### src/rtl/mbd_pkg.sv
// Shared types, constants and channel arithmetic for the mip level box-filter downsampler.
// Has no dependencies; every file that uses it refers to it through scoped names.
`default_nettype none

package mbd_pkg;

   // Default size limits of the source level.
   localparam int DEFAULT_MAX_WIDTH  = 2048;
   localparam int DEFAULT_MAX_HEIGHT = 1024;

   // Register widths and reset values.
   localparam int SRC_WIDTH_BITS   = 12;
   localparam int SRC_HEIGHT_BITS  = 11;
   localparam int SRC_WIDTH_RESET  = 2048;
   localparam int SRC_HEIGHT_RESET = 1024;
   localparam int CSR_DATA_W       = 12;
   localparam int CSR_INDEX_W      = 1;

   // Pixel and pair-sum layout.
   localparam int PIXEL_W   = 32;
   localparam int RGB_W     = 24;
   localparam int CHAN_W    = 8;
   localparam int LANE_W    = 9;
   localparam int PAIR_W    = 27;
   localparam logic [CHAN_W-1:0] ALPHA_OPAQUE = 8'hFF;

   // Register indices of the configuration port.
   typedef enum logic [CSR_INDEX_W-1:0] {
      REG_SRC_WIDTH  = 1'b0,
      REG_SRC_HEIGHT = 1'b1
   } csr_reg_type;

   // Item held between the scan stage and the output stage.
   typedef struct packed {
      logic              valid;
      logic              use_self;   // height of one: the pair sum stands for both rows
      logic              last;       // final pixel of the output level
      logic [PAIR_W-1:0] pair;       // pair sums of the current (lower) row
   } stage_type;

   // Horizontal pair sum of two 24-bit pixels, one 9-bit lane per channel.
   function automatic logic [PAIR_W-1:0] pair_of(input logic [RGB_W-1:0] a,
                                                 input logic [RGB_W-1:0] b);
      logic [PAIR_W-1:0] r;
      r = '0;
      for (int i = 0; i < 3; i++) begin
         r[i*LANE_W +: LANE_W] = LANE_W'(a[i*CHAN_W +: CHAN_W]) +
                                 LANE_W'(b[i*CHAN_W +: CHAN_W]);
      end
      return r;
   endfunction

   // Rounded average of two rows of pair sums: floor((sum + 2) / 4) per channel.
   function automatic logic [RGB_W-1:0] finish(input logic [PAIR_W-1:0] top,
                                               input logic [PAIR_W-1:0] bottom);
      logic [RGB_W-1:0]  r;
      logic [LANE_W:0]   s;
      r = '0;
      for (int i = 0; i < 3; i++) begin
         s = (LANE_W+1)'(top[i*LANE_W +: LANE_W]) +
             (LANE_W+1)'(bottom[i*LANE_W +: LANE_W]) + (LANE_W+1)'(2);
         r[i*CHAN_W +: CHAN_W] = s[LANE_W:2];
      end
      return r;
   endfunction

endpackage

`default_nettype wire

### src/rtl/mbd_scan_ctrl.sv
// Scan stage: size registers, column and row counts, horizontal pairing and line store access.
// Depends on mbd_pkg; drives the line store RAM and the stage register read by mbd_out_stage.
`default_nettype none

module mbd_scan_ctrl #(
   parameter int MAX_WIDTH  = mbd_pkg::DEFAULT_MAX_WIDTH,
   parameter int MAX_HEIGHT = mbd_pkg::DEFAULT_MAX_HEIGHT,
   localparam int WW = $clog2(MAX_WIDTH + 1),
   localparam int HW = $clog2(MAX_HEIGHT + 1),
   localparam int AW = (MAX_WIDTH / 2 > 1) ? $clog2(MAX_WIDTH / 2) : 1
) (
   input  wire logic                              clock,
   input  wire logic                              reset,
   input  wire logic                              csr_we,
   input  wire logic [mbd_pkg::CSR_INDEX_W-1:0]   csr_index,
   input  wire logic [mbd_pkg::CSR_DATA_W-1:0]    csr_wdata,
   input  wire logic                              req_tvalid,
   output      logic                              req_tready,
   input  wire logic [mbd_pkg::PIXEL_W-1:0]       req_tdata,
   output      logic                              line_wr_en,
   output      logic [AW-1:0]                     line_wr_addr,
   output      logic [mbd_pkg::PAIR_W-1:0]        line_wr_data,
   output      logic                              line_rd_en,
   output      logic [AW-1:0]                     line_rd_addr,
   output      mbd_pkg::stage_type                stage,
   input  wire logic                              stage_take
);

   localparam int RESET_W = (mbd_pkg::SRC_WIDTH_RESET > MAX_WIDTH) ?
                            MAX_WIDTH : mbd_pkg::SRC_WIDTH_RESET;
   localparam int RESET_H = (mbd_pkg::SRC_HEIGHT_RESET > MAX_HEIGHT) ?
                            MAX_HEIGHT : mbd_pkg::SRC_HEIGHT_RESET;

   // Output-level size less one: max(size / 2, 1) - 1.
   function automatic logic [WW-1:0] half_w_m1(input logic [WW-1:0] s);
      logic [WW-1:0] h;
      h = s >> 1;
      return (h == '0) ? '0 : h - WW'(1);
   endfunction

   function automatic logic [HW-1:0] half_h_m1(input logic [HW-1:0] s);
      logic [HW-1:0] h;
      h = s >> 1;
      return (h == '0) ? '0 : h - HW'(1);
   endfunction

   logic [WW-1:0] width_ff, width_in, nw_m1_ff, nw_m1_in;
   logic [HW-1:0] height_ff, height_in, nh_m1_ff, nh_m1_in;
   logic [WW-1:0] col_ff, col_in;
   logic [HW-1:0] row_ff, row_in;
   logic [mbd_pkg::RGB_W-1:0] pending_ff, pending_in;
   mbd_pkg::stage_type stage_ff, stage_in;

   logic [31:0] wdata_w, wdata_h, clamp_w, clamp_h;
   logic        accept, w_is_one, h_is_one, have_pair, emit;
   logic [WW-1:0] col_next, x_full;
   logic [HW-1:0] row_next, y_full;
   logic [mbd_pkg::RGB_W-1:0]  px;
   logic [mbd_pkg::PAIR_W-1:0] pair;

   assign accept   = req_tvalid && req_tready;
   assign w_is_one = (width_ff == WW'(1));
   assign h_is_one = (height_ff == HW'(1));
   assign px       = req_tdata[mbd_pkg::RGB_W-1:0];

   // Clamp written sizes into 1..MAX.
   always_comb begin
      wdata_w = 32'(csr_wdata[mbd_pkg::SRC_WIDTH_BITS-1:0]);
      wdata_h = 32'(csr_wdata[mbd_pkg::SRC_HEIGHT_BITS-1:0]);
      clamp_w = (wdata_w == 32'd0) ? 32'd1 :
                (wdata_w > 32'(MAX_WIDTH)) ? 32'(MAX_WIDTH) : wdata_w;
      clamp_h = (wdata_h == 32'd0) ? 32'd1 :
                (wdata_h > 32'(MAX_HEIGHT)) ? 32'(MAX_HEIGHT) : wdata_h;
   end

   // Pairing, line store addressing and the decision to produce a result.
   always_comb begin
      have_pair = w_is_one || col_ff[0];
      emit      = have_pair && (h_is_one || row_ff[0]);
      pair      = w_is_one ? mbd_pkg::pair_of(px, px) : mbd_pkg::pair_of(pending_ff, px);
      x_full    = col_ff >> 1;
      y_full    = row_ff >> 1;
      col_next  = col_ff + WW'(1);
      row_next  = row_ff + HW'(1);
   end

   // Even rows store pair sums, odd rows read them back; the two never meet on one entry
   // within a row's distance, so no forwarding is needed.
   assign line_wr_en   = accept && have_pair && !h_is_one && !row_ff[0] &&
                         (row_next < height_ff);
   assign line_wr_addr = AW'(x_full);
   assign line_wr_data = pair;
   assign line_rd_en   = accept && emit && !h_is_one;
   assign line_rd_addr = AW'(x_full);

   // The scan stage takes a pixel whenever its stage register is free or being emptied.
   assign req_tready = !stage_ff.valid || stage_take;

   // Next-state logic for counts, sizes, pending pixel and stage register.
   always_comb begin
      width_in   = width_ff;
      height_in  = height_ff;
      nw_m1_in   = nw_m1_ff;
      nh_m1_in   = nh_m1_ff;
      col_in     = col_ff;
      row_in     = row_ff;
      pending_in = pending_ff;
      stage_in   = stage_ff;

      if (stage_take) begin
         stage_in.valid = 1'b0;
      end

      if (accept) begin
         if (!w_is_one && !col_ff[0]) begin
            pending_in = px;
         end
         if (emit) begin
            stage_in.valid    = 1'b1;
            stage_in.use_self = h_is_one;
            stage_in.last     = (x_full == nw_m1_ff) && (y_full == nh_m1_ff);
            stage_in.pair     = pair;
         end
         if (col_next >= width_ff) begin
            col_in = '0;
            row_in = (row_next >= height_ff) ? '0 : row_next;
         end else begin
            col_in = col_next;
         end
      end

      // A register write restarts the level.
      if (csr_we) begin
         col_in = '0;
         row_in = '0;
         case (mbd_pkg::csr_reg_type'(csr_index))
            mbd_pkg::REG_SRC_WIDTH: begin
               width_in = WW'(clamp_w);
               nw_m1_in = half_w_m1(WW'(clamp_w));
            end
            mbd_pkg::REG_SRC_HEIGHT: begin
               height_in = HW'(clamp_h);
               nh_m1_in  = half_h_m1(HW'(clamp_h));
            end
            default: begin
               col_in = '0;
            end
         endcase
      end
   end

   // Control state and stage register with reset.
   always_ff @(posedge clock) begin
      if (reset) begin
         width_ff   <= WW'(RESET_W);
         height_ff  <= HW'(RESET_H);
         nw_m1_ff   <= half_w_m1(WW'(RESET_W));
         nh_m1_ff   <= half_h_m1(HW'(RESET_H));
         col_ff     <= '0;
         row_ff     <= '0;
         pending_ff <= '0;
         stage_ff   <= '0;
      end else begin
         width_ff   <= width_in;
         height_ff  <= height_in;
         nw_m1_ff   <= nw_m1_in;
         nh_m1_ff   <= nh_m1_in;
         col_ff     <= col_in;
         row_ff     <= row_in;
         pending_ff <= pending_in;
         stage_ff   <= stage_in;
      end
   end

   assign stage = stage_ff;

endmodule

`default_nettype wire

### config.mk
export PLATFORM = sky130hd
export DESIGN_NAME = mbd_scan_ctrl
export DESIGN_NICKNAME = d
export VERILOG_FILES = /design/src/rtl/mbd_pkg.sv /design/src/rtl/mbd_scan_ctrl.sv
export SDC_FILE = /design/constraint.sdc
export NUM_CORES = 1
export LEC_CHECK = 0
export ABC_AREA = 0
export BUFFER_PORTS_ARGS = -buffer_cell sky130_fd_sc_hd__buf_2
export CORE_ASPECT_RATIO = 1.2
export CORE_UTILIZATION = 55
export DETAILED_ROUTE_END_ITERATION = 6
export GPL_TIMING_DRIVEN = 0
export PLACE_DENSITY = 0.74
export SYNTH_ARGS = -nofsm -noshare
export SYNTH_HDL_FRONTEND = slang
export SYNTH_SLANG_ARGS = --single-unit
### constraint.sdc
create_clock -name clock -period 8.15 [get_ports clock]
set_input_delay 0.4075 -clock clock [delete_from_list [all_inputs] [get_ports clock]]
set_output_delay 0.4075 -clock clock [all_outputs]
set_load 0.05 [all_outputs]
==> results.md <==
* Yosys warnings at 0
* CP max stage delay at 0.54 ns
* Number of nets in the layout at 1191
* Max rail drop VDD at 154 uV
* Slew HR at 52.1%
* Mapped Nets at between 1000 and 1500
* Post-synthesis adder-cell area fraction at 9.42%
* Status: finished, final reports clean
* Post-CTS Setup Inserts at 0
* RSZ-0062 raised after global routing: no
* Xor and xnor area share after synthesis at under 10%
* Critical path required time at slightly below 8 ns
* Core Region at 13300 sq um
* Min-delay worst type: primary input to register
* TritonCTS buffer count at 17
* Vias per inst at 5.71
* Die width at 109 um
* Flop and latch count out of synthesis at 123
* Cts hold-fix bufs at 0
* Number of global-route vias before repair at 6729
* Multiplexer share of the synthesized area at 3.43%
* CP Capture Type: output port
* Number of max-cap violations at 0
* Worst Path Max Fanout at 10
* DR vias at 7237
* Post-synth EDFFs at 0
* Most area-consuming cells after synthesis: dfxtp_1 33%, ha_1 8.6%, nand2_1 7.1%, a21oi_1 6.5%, xnor2_1 5.7%
* Drt wl/cell at around 17 um
* Syn-to-layout area delta at 18.4%
* Die H at roughly 130 um
* Final non-filler cell total at 1267
* Clock tree buffer depth at 2
* Clock skew at 0.00616 ns
* Clock latency on the worst-skew pair at 0.43 ns
* Total negative setup slack at 0 ns
* Initial Util at 56.7%
* Crit Path Class: register to output port
* Largest net degree at the start of global routing at 17
* Total GRT Usage at 30.6%
* Startpoint Class: register
* Asr flop ratio synth at 0%
* Worst path cell trace: nor4b_1, nand3_1, clkbuf_1, buf_1, mux2_2, ha_1, and3_1, a221o_1, o41ai_1, xnor2_1, buf_2
* Main combinational cell family by area after synthesis: simple AND/OR/NAND/NOR gates
* Period utilisation layout at 56.6%
* Synthesized area at 7540 sq um
* Slack of the worst reg-to-reg path at about 4.4 ns
* Routability cong. at 0.924
* Compound-Gate Fraction of Synth Area at around a fifth
* Buffers added on ports at 118
* Post-synth top area share at 32.6%
* Routed Antenna Nets at 0
* Endpoints failing hold at 0
* Die Area at 14200 sq um
* Arr. time, crit path at 4.21 ns
* Simple-Gate Fraction of Synth Area at 20.7%
* Final HPWL DP at 15800 um
* Worst-margin pin slew at ~0.7 ns
* DRC at 0
* Leak Pwr at approximately 3.8 nW
* Drt first pass iters at 5
* Primary FF master, synth: dfxtp_1
* Mapped Cells at 949
* Global-route wire length before repair at roughly 33000 um
* Worst path top cell family by delay: buffers and inverters
* Synth cell types at 60
* Finish-stage setup viols at 0
* PD cells at 190 nW/um^2
* CTS tree: done
* CTS sink count at approximately 120
* Seq/Total Area, Yosys at 32.6%
* Final min period at 4.61 ns
* Fmax at about 220 MHz
* I/O pin cnt at 130
* Root Driver: clkbuf_16
* Layout cell share with drive strength beyond 1 at between 10% and 20%
* Rows at 46
* Hold Slack at 0.235 ns
* Initial DRC count at around 460
* Commonest non-fill, non-tap cell in the layout: nand2_1
* Clock transition at path regs at 0.06 ns
* WL final at 21000 um
* Syn_area_per_cell at ~7.9 sq um
* Max Slew Vio Count at 0
* Slowest cell on crit path: buf_1
* Post-synth top area cell: dfxtp_1
* Grt ovf at 0
* Post-cts sizing count at 0
* Initial antenna violation count at 0
* WP buf/inv at 3
* Post-Place Cells at 1235
* Htree depth at 4
* Most frequent cells in the layout: 142 x nand2_1, 123 x dfxtp_1, 121 x buf_2
* Ant. Diodes at 0
* Fillers at between 1000 and 1500
## final timing paths
check                      to     startpoint  cells past startpoint
min reg2reg     pending_ff[5]  pending_ff[5]                      2
min            pending_ff[20]  req_tdata[20]                      3
max          line_wr_data[25]    width_ff[0]                     11
max reg2reg         row_ff[2]      col_ff[4]                     12
## registers in the layout (all words and copies together) (netlist names)
signal	cells
nh_m1_ff	11
stage	30
pending_ff	24
col_ff	12
height_ff	11
width_ff	12
nw_m1_ff	12
row_ff	11
## Yosys cell counts, drive strengths merged (11+ instances only)
| master | n |
|---|---|
| nor3 | 19 |
| buf | 30 |
| nand3 | 31 |
| a211oi | 17 |
| clkbuf | 52 |
| xor2 | 14 |
| a21oi | 98 |
| inv | 48 |
| a221o | 12 |
| nand2 | 142 |
| nor2 | 67 |
| xnor2 | 49 |
| nand4 | 18 |
| ha | 52 |
| nand2b | 11 |
| dfxtp | 123 |
| o21ai | 31 |
| mux2 | 23 |
## power breakdown
part	internal, mW	switching [mW]
clock network	0.458	0.287
registers	0.620	0.0128
logic	0.0976	0.221
total	1.18	0.520
## cells by family after synthesis
group | Yosys count
AO/OA/AOI/OAI | 221
buffers and inverters | 130
adder cells (fa/ha/maj) | 55
multiplexers | 23
XOR/XNOR | 63
flip-flops | 123
AND/OR/NAND/NOR | 334
## area by class of cell
class	instances	area, sq um	area share [%]
clock buffers	22	494	5.54
repair buffers	118	591	6.61
inverters	48	180	2.02
well taps	168	210	2.35
clock inverters	10	90.1	1.01
flip-flops and latches	123	2460	27.6
multi-input cells	696	4500	50.4
plain buffers	82	402	4.50
## metal layers
metal	vias to the layer above	GRT usage, %	share of wire (%)
li1	3585	-	-
met1	3279	34.9	41
met2	302	52.3	48
met3	71	7.49	6.8
met4	0	16.7	4.4
met5	-	0	0
## through the flow
| stage | worst slack, ns | area (sq um) | total power, mW | utilization (%) |
|---|---|---|---|---|
| final | 3.54 | 8930 | 1.70 | 67.2 |
| after global routing | 3.30 | 8930 | 1.74 | 67.2 |
| after global placement | 4.00 | 8340 | 0.956 | 62.8 |
| after floorplan | 4.52 | 7540 | 0.878 | - |
| after detailed placement | 3.98 | 8340 | 0.959 | 62.8 |
| after CTS | 3.50 | 8930 | 1.69 | 67.2 |
## worst min-delay path: stages
cell     delay (ns)
buf_2          0.11
nand2_1        0.05
a21oi_1        0.05
Power figures use the tool's default switching activity.
