===== config.mk =====
export PLATFORM = sky130hd
export DESIGN_NAME = mbd_out_stage
export DESIGN_NICKNAME = d
export VERILOG_FILES = /design/src/rtl/mbd_pkg.sv /design/src/rtl/mbd_out_stage.sv
export SDC_FILE = /design/constraint.sdc
export NUM_CORES = 1
export LEC_CHECK = 0
export ABC_AREA = 1
export BUFFER_PORTS_ARGS = -buffer_cell sky130_fd_sc_hd__buf_2
export CAP_MARGIN = 40
export CORE_MARGIN = 2
export CORE_UTILIZATION = 35
export DETAILED_ROUTE_END_ITERATION = 7
export SLEW_MARGIN = 20
export SYNTH_ARGS = -nofsm -noshare
export SYNTH_HDL_FRONTEND = slang
export SYNTH_SLANG_ARGS = --single-unit
export TNS_END_PERCENT = 5

===== constraint.sdc =====
create_clock -name clock -period 2.6 [get_ports clock]
set_input_delay 0.13 -clock clock [delete_from_list [all_inputs] [get_ports clock]]
set_output_delay 0.13 -clock clock [all_outputs]
set_load 0.02 [all_outputs]

===== src/rtl/mbd_pkg.sv =====
// Shared types, constants and channel arithmetic for the mip level box-filter downsampler.
// Has no dependencies; every file that uses it refers to it through scoped names.
`default_nettype none

package mbd_pkg;

   // Default size limits of the source level.
   localparam int DEFAULT_MAX_WIDTH  = 2048;
   localparam int DEFAULT_MAX_HEIGHT = 1024;

   // Register widths and reset values.
   localparam int SRC_WIDTH_BITS   = 12;
   localparam int SRC_HEIGHT_BITS  = 11;
   localparam int SRC_WIDTH_RESET  = 2048;
   localparam int SRC_HEIGHT_RESET = 1024;
   localparam int CSR_DATA_W       = 12;
   localparam int CSR_INDEX_W      = 1;

   // Pixel and pair-sum layout.
   localparam int PIXEL_W   = 32;
   localparam int RGB_W     = 24;
   localparam int CHAN_W    = 8;
   localparam int LANE_W    = 9;
   localparam int PAIR_W    = 27;
   localparam logic [CHAN_W-1:0] ALPHA_OPAQUE = 8'hFF;

   // Register indices of the configuration port.
   typedef enum logic [CSR_INDEX_W-1:0] {
      REG_SRC_WIDTH  = 1'b0,
      REG_SRC_HEIGHT = 1'b1
   } csr_reg_type;

   // Item held between the scan stage and the output stage.
   typedef struct packed {
      logic              valid;
      logic              use_self;   // height of one: the pair sum stands for both rows
      logic              last;       // final pixel of the output level
      logic [PAIR_W-1:0] pair;       // pair sums of the current (lower) row
   } stage_type;

   // Horizontal pair sum of two 24-bit pixels, one 9-bit lane per channel.
   function automatic logic [PAIR_W-1:0] pair_of(input logic [RGB_W-1:0] a,
                                                 input logic [RGB_W-1:0] b);
      logic [PAIR_W-1:0] r;
      r = '0;
      for (int i = 0; i < 3; i++) begin
         r[i*LANE_W +: LANE_W] = LANE_W'(a[i*CHAN_W +: CHAN_W]) +
                                 LANE_W'(b[i*CHAN_W +: CHAN_W]);
      end
      return r;
   endfunction

   // Rounded average of two rows of pair sums: floor((sum + 2) / 4) per channel.
   function automatic logic [RGB_W-1:0] finish(input logic [PAIR_W-1:0] top,
                                               input logic [PAIR_W-1:0] bottom);
      logic [RGB_W-1:0]  r;
      logic [LANE_W:0]   s;
      r = '0;
      for (int i = 0; i < 3; i++) begin
         s = (LANE_W+1)'(top[i*LANE_W +: LANE_W]) +
             (LANE_W+1)'(bottom[i*LANE_W +: LANE_W]) + (LANE_W+1)'(2);
         r[i*CHAN_W +: CHAN_W] = s[LANE_W:2];
      end
      return r;
   endfunction

endpackage

`default_nettype wire


===== src/rtl/mbd_out_stage.sv =====
// Output stage: joins stored and current pair sums into the averaged pixel and holds it for transfer.
// Depends on mbd_pkg; fed by mbd_scan_ctrl and the line store read data.
`default_nettype none

module mbd_out_stage (
   input  wire logic                          clock,
   input  wire logic                          reset,
   input  wire mbd_pkg::stage_type            stage,
   output      logic                          stage_take,
   input  wire logic [mbd_pkg::PAIR_W-1:0]    line_rd_data,
   output      logic                          rsp_tvalid,
   input  wire logic                          rsp_tready,
   output      logic [mbd_pkg::PIXEL_W-1:0]   rsp_tdata,
   output      logic                          rsp_tlast
);

   logic                          valid_ff, valid_in;
   logic [mbd_pkg::PIXEL_W-1:0]   data_ff, data_in;
   logic                          last_ff, last_in;
   logic [mbd_pkg::PAIR_W-1:0]    top;

   // The stage moves on when the output register is empty or its transfer completes.
   assign stage_take = stage.valid && (!valid_ff || rsp_tready);

   // Result of the 2x2 block.
   always_comb begin
      top      = stage.use_self ? stage.pair : line_rd_data;
      valid_in = valid_ff && !rsp_tready;
      data_in  = data_ff;
      last_in  = last_ff;
      if (stage_take) begin
         valid_in = 1'b1;
         data_in  = {mbd_pkg::ALPHA_OPAQUE, mbd_pkg::finish(top, stage.pair)};
         last_in  = stage.last;
      end
   end

   always_ff @(posedge clock) begin
      if (reset) begin
         valid_ff <= 1'b0;
      end else begin
         valid_ff <= valid_in;
      end
   end

   always_ff @(posedge clock) begin
      data_ff <= data_in;
      last_ff <= last_in;
   end

   assign rsp_tvalid = valid_ff;
   assign rsp_tdata  = data_ff;
   assign rsp_tlast  = last_ff;

endmodule

`default_nettype wire


==> impl_metrics.toml, run 1 <==
[outcome]
status = "completed"

[routing]
wl_mm = 5.353
viasPerCell = 4.303
drtAntennaViolNets = 0
wl_per_cell_um = 9.840
drc = 0
vias = 2341
drtIter0Drc = 43
drt_pass1_iterations = 4

[power]
p_per_area_mw_per_mm2 = 474.6
sw_frac_of_total_pct = 38.30
pwr-share-seq_pct = 37.9
p_clk_share_pct = 15.7
combPwrFrac_pct = 46.4
internal_power_w = 0.0009416
max-vdd-ir-drop_mv = 0.2310
switchingPower_w = 0.0005846
power_leakage_nw = 1.845

[final_layout]
nets = 554
num_antenna_cells = 0
area_growth_syn_to_layout_pct = 21.23
drive_gt1_share_pct = 24.27
final_cell_mix = "145 x nand2_1, 86 x buf_2, 45 x ha_1, 38 x inv_1, 25 x edfxtp_1"
layout_commonest_cell = "nand2_1"
stdcell_count = 544
fin_util_pct = 44.10

[floorplan]
core_sq_mm = 0.007292
pin_count = 95
dieArea_sq_mm = 0.008291
rows = 31
die_height_um = 91.06
die_x_um = 91.06
start_util_pct = 36.38

[global_routing]
grt_pass1_wl_mm = 9.266
grt_pass1_vias = 2188
grt.overflow.total = 0
antenna_found_initial = 0
grt_max_degree = 28
grt_usage_pct = 13.29

[clocking]
cts_root_buf = "clkbuf_8"
cts_sinks = 26
cts_made_buffers = 3
worstSkewPairLatency_ns = 0.27
cts_tree = "done"
clk_pin_slew_worst_paths_ns = 0.09
cts_setup_buffers = 0
cts.htree.levels = 1
cts_buffer_depth = 2

[yosys]
synth_cell_types = 22
synth_seq_cells = 26
synth_cells = 358
syn_avg_cell_area_sq_um = 7.409
syn-cell-area_sq_mm = 0.002653
yosys_warnings = 0
yosysSeqAreaShare_pct = 29.06

[setup_path]
crit_chain = "buf_2 -> buf_4 -> o21ai_0 -> ha_1 -> nor2_1 -> fa_1 -> nand3_1 -> nand2_1 -> nand3_1 -> nand2_1 -> nand2_1 -> nand2_1"
cp_max_fo = 27
crit_path_top_delay_cell = "fa_1"
crit_path_frequent_cell = "nand2_1"
critPathLaunchType = "primary input"
cp.required_ns = 2.63
critPathCaptureType = "register"
crit_arrival_ns = 1.93
crit_type = "in -> reg"
crit_path_max_incr_delay_ns = 0.41

[placement]
io_buffer_count = 86
dp_hpwl_mm = 4.506
place_inst = 539
place.gp.congestion = 0.8272

[timing]
final-setup-viol-count = 0
finalCritPeriodShare_pct = 72.83
maxClockFrequency_mhz = 528.1
period_minus_slack_ns = 1.894
clock_skew_ns = 0.001400
fin_setup_tns_ns = 0
hold_violations = 0
drv_slew = 0
rsz0062_at_grt = "false"

[hold_path]
hold_path_class = "in -> reg"

[flow_run]
maxCapViolations = 0
final cells by class:
type,count,area [sq um]
clock buffers,4,45.04
fillers,786,4076
inverters,48,185.2
multi-input cells,278,1635
flip-flops and latches,26,770.7
well taps,99,123.9
repair buffers,89,455.4
what timing repair did:
item,4_1_cts,5_1_grt
resized for setup,0,0
hold endpoints to repair,1,0
hold buffers,1,0
per-layer routing:
| layer | wire length [um] | up-vias | track usage (%) |
|---|---|---|---|
| met1 | 2541 | 984 | 17.63 |
| met2 | 2494 | 60 | 22.84 |
| met3 | 283 | 2 | 1.992 |
| met5 | 0 | - | 0 |
| met4 | 33 | 0 | 2.904 |
| li1 | - | 1295 | - |
power groups by stage:
stage | combinational, W | sequential (W) | clock, W
after floorplan | 0.000435 | 0.000680 | 0
after global placement | 0.000709 | 0.000589 | 0
after detailed placement | 0.000718 | 0.000590 | 0
after CTS | 0.000721 | 0.000580 | 0.000251
after global routing | 0.000817 | 0.000586 | 0.000270
final | 0.000708 | 0.000578 | 0.000239
critical path, delay by kind of cell:
family	cells	cell delay [ns]
AO/OA/AOI/OAI	1	0.15
buffers and inverters	2	0.41
AND/OR/NAND/NOR	7	0.54
adder cells (fa/ha/maj)	2	0.71
registers in the layout, indices dropped and copies added (netlist names):
signal / cells
rsp_tdata: 24
rsp_tlast: 1
rsp_tvalid: 1
per-stage QoR:
stage | hold slack (ns) | setup WS [ns] | cell area, sq um | power [W]
2_1_floorplan | 0.1991 | 0.2149 | 2679 | 0.001115
3_3_place_gp | 0.2855 | 0.4365 | 3161 | 0.001297
3_5_place_dp | 0.2959 | 0.3902 | 3161 | 0.001308
4_1_cts | 0.02207 | 0.6857 | 3216 | 0.001553
5_1_grt | 0.008176 | 0.5189 | 3216 | 0.001673
6_report | 0.03208 | 0.7065 | 3216 | 0.001526
cell usage after synthesis:
| cell type | n | area (sq um) |
|---|---|---|
| dfxtp_1 | 1 | 20.02 |
| inv_1 | 38 | 142.6 |
| inv_2 | 6 | 22.52 |
| xor2_1 | 9 | 78.83 |
| ha_1 | 45 | 563.0 |
| buf_4 | 8 | 60.06 |
| fa_1 | 3 | 60.06 |
| inv_6 | 1 | 8.760 |
| buf_2 | 4 | 20.02 |
| nor2_1 | 24 | 90.09 |
| edfxtp_1 | 25 | 750.7 |
| conb_1 | 1 | 3.750 |
| clkinv_1 | 3 | 11.26 |
| nand2_4 | 3 | 33.78 |
| nand3_2 | 3 | 30.03 |
| o21ai_0 | 6 | 30.03 |
| a21oi_1 | 8 | 40.04 |
| o21bai_1 | 3 | 22.52 |
| nand3_1 | 18 | 90.09 |
| nand2_2 | 3 | 18.77 |
| buf_6 | 1 | 11.26 |
| nand2_1 | 145 | 544.3 |
path summary, 6_finish.rpt:
| kind | start | to | slack, ns | depth (start not counted) |
|---|---|---|---|---|
| setup / recovery | stage[28] | rsp_tdata[21]$_DFFE_PP_ | 0.71 | 12 |
| hold / removal | stage[27] | rsp_tlast$_DFFE_PP_ | 0.03 | 1 |
| setup reg to reg | rsp_tvalid$_SDFF_PP0_ | rsp_tdata[21]$_DFFE_PP_ | 1.47 | 2 |
| hold reg to reg | rsp_tvalid$_SDFF_PP0_ | rsp_tvalid$_SDFF_PP0_ | 0.49 | 2 |
cell families after synthesis:
family / Yosys count / synth area share (%)
DFF: 26 / 29.06
buffers and inverters: 61 / 10.42
adders and majority gates: 48 / 23.49
other: 1 / 0.1414
xor gates and xnor gates: 9 / 2.972
and+or+nand+nor: 196 / 30.42
AOI/OAI and AO/OA: 17 / 3.491
No activity file was read; power rests on OpenSTA's default activity.
==> run 2: changes to the inputs <==
--- a/config.mk
+++ b/config.mk
@@ -5,7 +5,7 @@
 export SDC_FILE = /design/constraint.sdc
 export NUM_CORES = 1
 export LEC_CHECK = 0
-export ABC_AREA = 1
+export ABC_AREA = 0
 export BUFFER_PORTS_ARGS = -buffer_cell sky130_fd_sc_hd__buf_2
 export CAP_MARGIN = 40
 export CORE_MARGIN = 2
==> constraint.sdc (replaced) <==
create_clock -name clock -period 2 [get_ports clock]
set_input_delay 0.1 -clock clock [delete_from_list [all_inputs] [get_ports clock]]
set_output_delay 0.1 -clock clock [all_outputs]
set_load 0.02 [all_outputs]
==> run 2 against run 1 <==
  * Utilization up 12 points
  * Worst setup slack worse by 0.68 ns
  * Highest routed layer unchanged
  * Largest cell class unchanged
  * Sequential share of layout area down 4.6 points
  * Die area down 4.3%
  * Via count down 3.3%
==> impl_metrics.toml, run 2 <==
[outcome]
status = "completed"

[floorplan]
rows = 31
die_height_um = 89.08
pin_count = 95
dieArea_sq_mm = 0.007935
die_x_um = 89.08
start_util_pct = 35.50
core_sq_mm = 0.007137

[timing]
period_minus_slack_ns = 1.975
rsz0062_at_grt = "true"
maxClockFrequency_mhz = 506.4
clock_skew_ns = 0.007945
final-setup-viol-count = 0
hold_violations = 0
fin_setup_tns_ns = 0
finalCritPeriodShare_pct = 98.73
drv_slew = 0

[yosys]
synth.area.top_cells = "edfxtp_1 30%, ha_1 22%, mux2_2 9.3%"
synthAdderAreaFrac_pct = 24.59
synth.area.mux_share_pct = 10.91
synth_commonest_cells = "45 x ha_1, 25 x edfxtp_1, 21 x mux2_2"
synth_xor_area_share_pct = 6.222
synth_top_family_by_area = "adder cells"
syn_avg_cell_area_sq_um = 11.02
synth_cell_types = 33
synth_compound_area_share_pct = 11.85
syn-cell-area_sq_mm = 0.002534
synthSimpleGateAreaFrac_pct = 11.31
yosys_warnings = 0
synth_top_area_cell = "edfxtp_1"
synth_top_area_share_pct = 29.63
synthArstFlopShare_pct = 0
yosysSeqAreaShare_pct = 30.42
synth_ff_type = "edfxtp_1"
synth_cells = 230
synth_seq_cells = 26
synth-edff-count = 25
synth.most_common_cell = "ha_1"

[final_layout]
largest_reg_flops = 24
final_cell_mix = "85 x buf_2, 62 x buf_4, 26 x ha_1, 25 x edfxtp_1, 20 x mux2_2"
stdcell_count = 483
area_growth_syn_to_layout_pct = 57.04
drive_gt1_share_pct = 55.99
layout_commonest_cell = "buf_2"
nets = 493
num_antenna_cells = 0

[clocking]
cts_root_buf = "clkbuf_8"
worstSkewPairLatency_ns = 0.28
cts_buffer_depth = 2
cts.htree.levels = 1
cts_sinks = 26
cts_made_buffers = 3
clk_pin_slew_worst_paths_ns = 0.10
cts_tree = "done"

[routing]
vias = 2264
wl_mm = 5.967
drtIter0Drc = 42
drt_pass1_iterations = 4
drtAntennaViolNets = 0
wl_per_cell_um = 12.35
viasPerCell = 4.687
drc = 0

[setup_path]
cp.depth = 11
cp_max_fo = 7
cp.required_ns = 2.02
crit_arrival_ns = 1.99
critPathCaptureType = "register"
crit_path_max_incr_delay_ns = 0.33
critPathLaunchType = "primary input"
rr_worst_depth = 2
crit_path_top_delay_cell = "mux2_2"
crit_type = "in -> reg"
crit_chain = "buf_12 -> buf_12 -> mux2_2 -> ha_1 -> ha_1 -> buf_4 -> nand3_1 -> and2_1 -> o21ai_0 -> a31oi_1 -> o311ai_1"
crit_family = "adder cells"
path_buf_inv = 3

[hold_path]
hold_depth = 3
hold_path_class = "in -> reg"

[global_routing]
antenna_found_initial = 0
grt_pass1_wl_mm = 8.783
grt.overflow.total = 0
grt_max_degree = 27
grt_pass1_vias = 2162
grt_usage_pct = 13.83

[power]
p_per_area_mw_per_mm2 = 658.3
max-vdd-ir-drop_mv = 0.2622
power_leakage_nw = 1.838

[placement]
dp_hpwl_mm = 4.442
place_inst = 465
place.gp.congestion = 0.7685
io_buffer_count = 86

[flow_run]
maxCapViolations = 0
## run 2: repair_timing
item | 4_1_cts | 5_1_grt
setup endpoints to repair | 12 | 12
hold buffers | 2 | 0
hold endpoints to repair | 2 | 0
pin swaps | 5 | 13
cloned | 1 | 1
resized for setup | 9 | 17
buffers inserted | 5 | 5
## run 2: worst min-delay path, cell delays in order
cell	delay (ns)
buf_2	0.08
a21oi_1	0.03
nor2_1	0.07
## run 2: cell families after synthesis
group | count (synthesis)
AOI/OAI and AO/OA | 46
xor gates and xnor gates | 18
adders and majority gates | 48
other | 1
and+or+nand+nor | 46
DFF | 26
buffers and inverters | 20
muxes | 25
## run 2: worst paths after layout
kind	start	end	slack (ns)
setup / recovery	stage[28]	rsp_tdata[22]$_DFFE_PP_	0.03
hold / removal	stage[29]	rsp_tvalid$_SDFF_PP0_	0.04
setup reg to reg	rsp_tvalid$_SDFF_PP0_	rsp_tdata[19]$_DFFE_PP_	0.89
hold reg to reg	rsp_tvalid$_SDFF_PP0_	rsp_tvalid$_SDFF_PP0_	0.54
## run 2: area by class of cell
type | instances | area [sq um]
inverter | 9 | 33.78
sequential | 26 | 770.7
clock inverter | 1 | 30.03
fill | 673 | 3158
multi-input combinational | 191 | 1956
clock buffer | 3 | 41.29
tap | 99 | 123.9
timing repair buffer | 154 | 1023
## run 2: stage by stage
step                      util (%)  hold slack [ns]  worst slack [ns]  cell area (sq um)  power (W)
after floorplan                  -           0.1724           -0.2771               2638   0.001577
after global placement       49.39           0.2668           -0.3798               3525   0.002013
after detailed placement     49.39           0.2716           -0.3954               3525   0.002034
after CTS                    52.72          0.03714          -0.01324               3762   0.002543
after global routing         55.75          0.04777          -0.05493               3979   0.002804
final                        55.75          0.04473           0.02542               3979   0.002619
## run 2: report_power, final
group / total (W) / switching (W) / internal [W]
Clock: 0.000444 / 0.000176 / 0.000268
Combinational: 0.00140 / 0.000675 / 0.000729
Sequential: 0.000771 / 0.0000262 / 0.000745
Total: 0.00262 / 0.000878 / 0.00174
## run 2: per-layer routing
metal	share of wire (%)	global-route usage (%)	wire length, um
met5	0	0	0
met4	1.4	3.935	82
met3	6.1	2.401	362
met2	50	25.52	2994
met1	42	16.36	2527
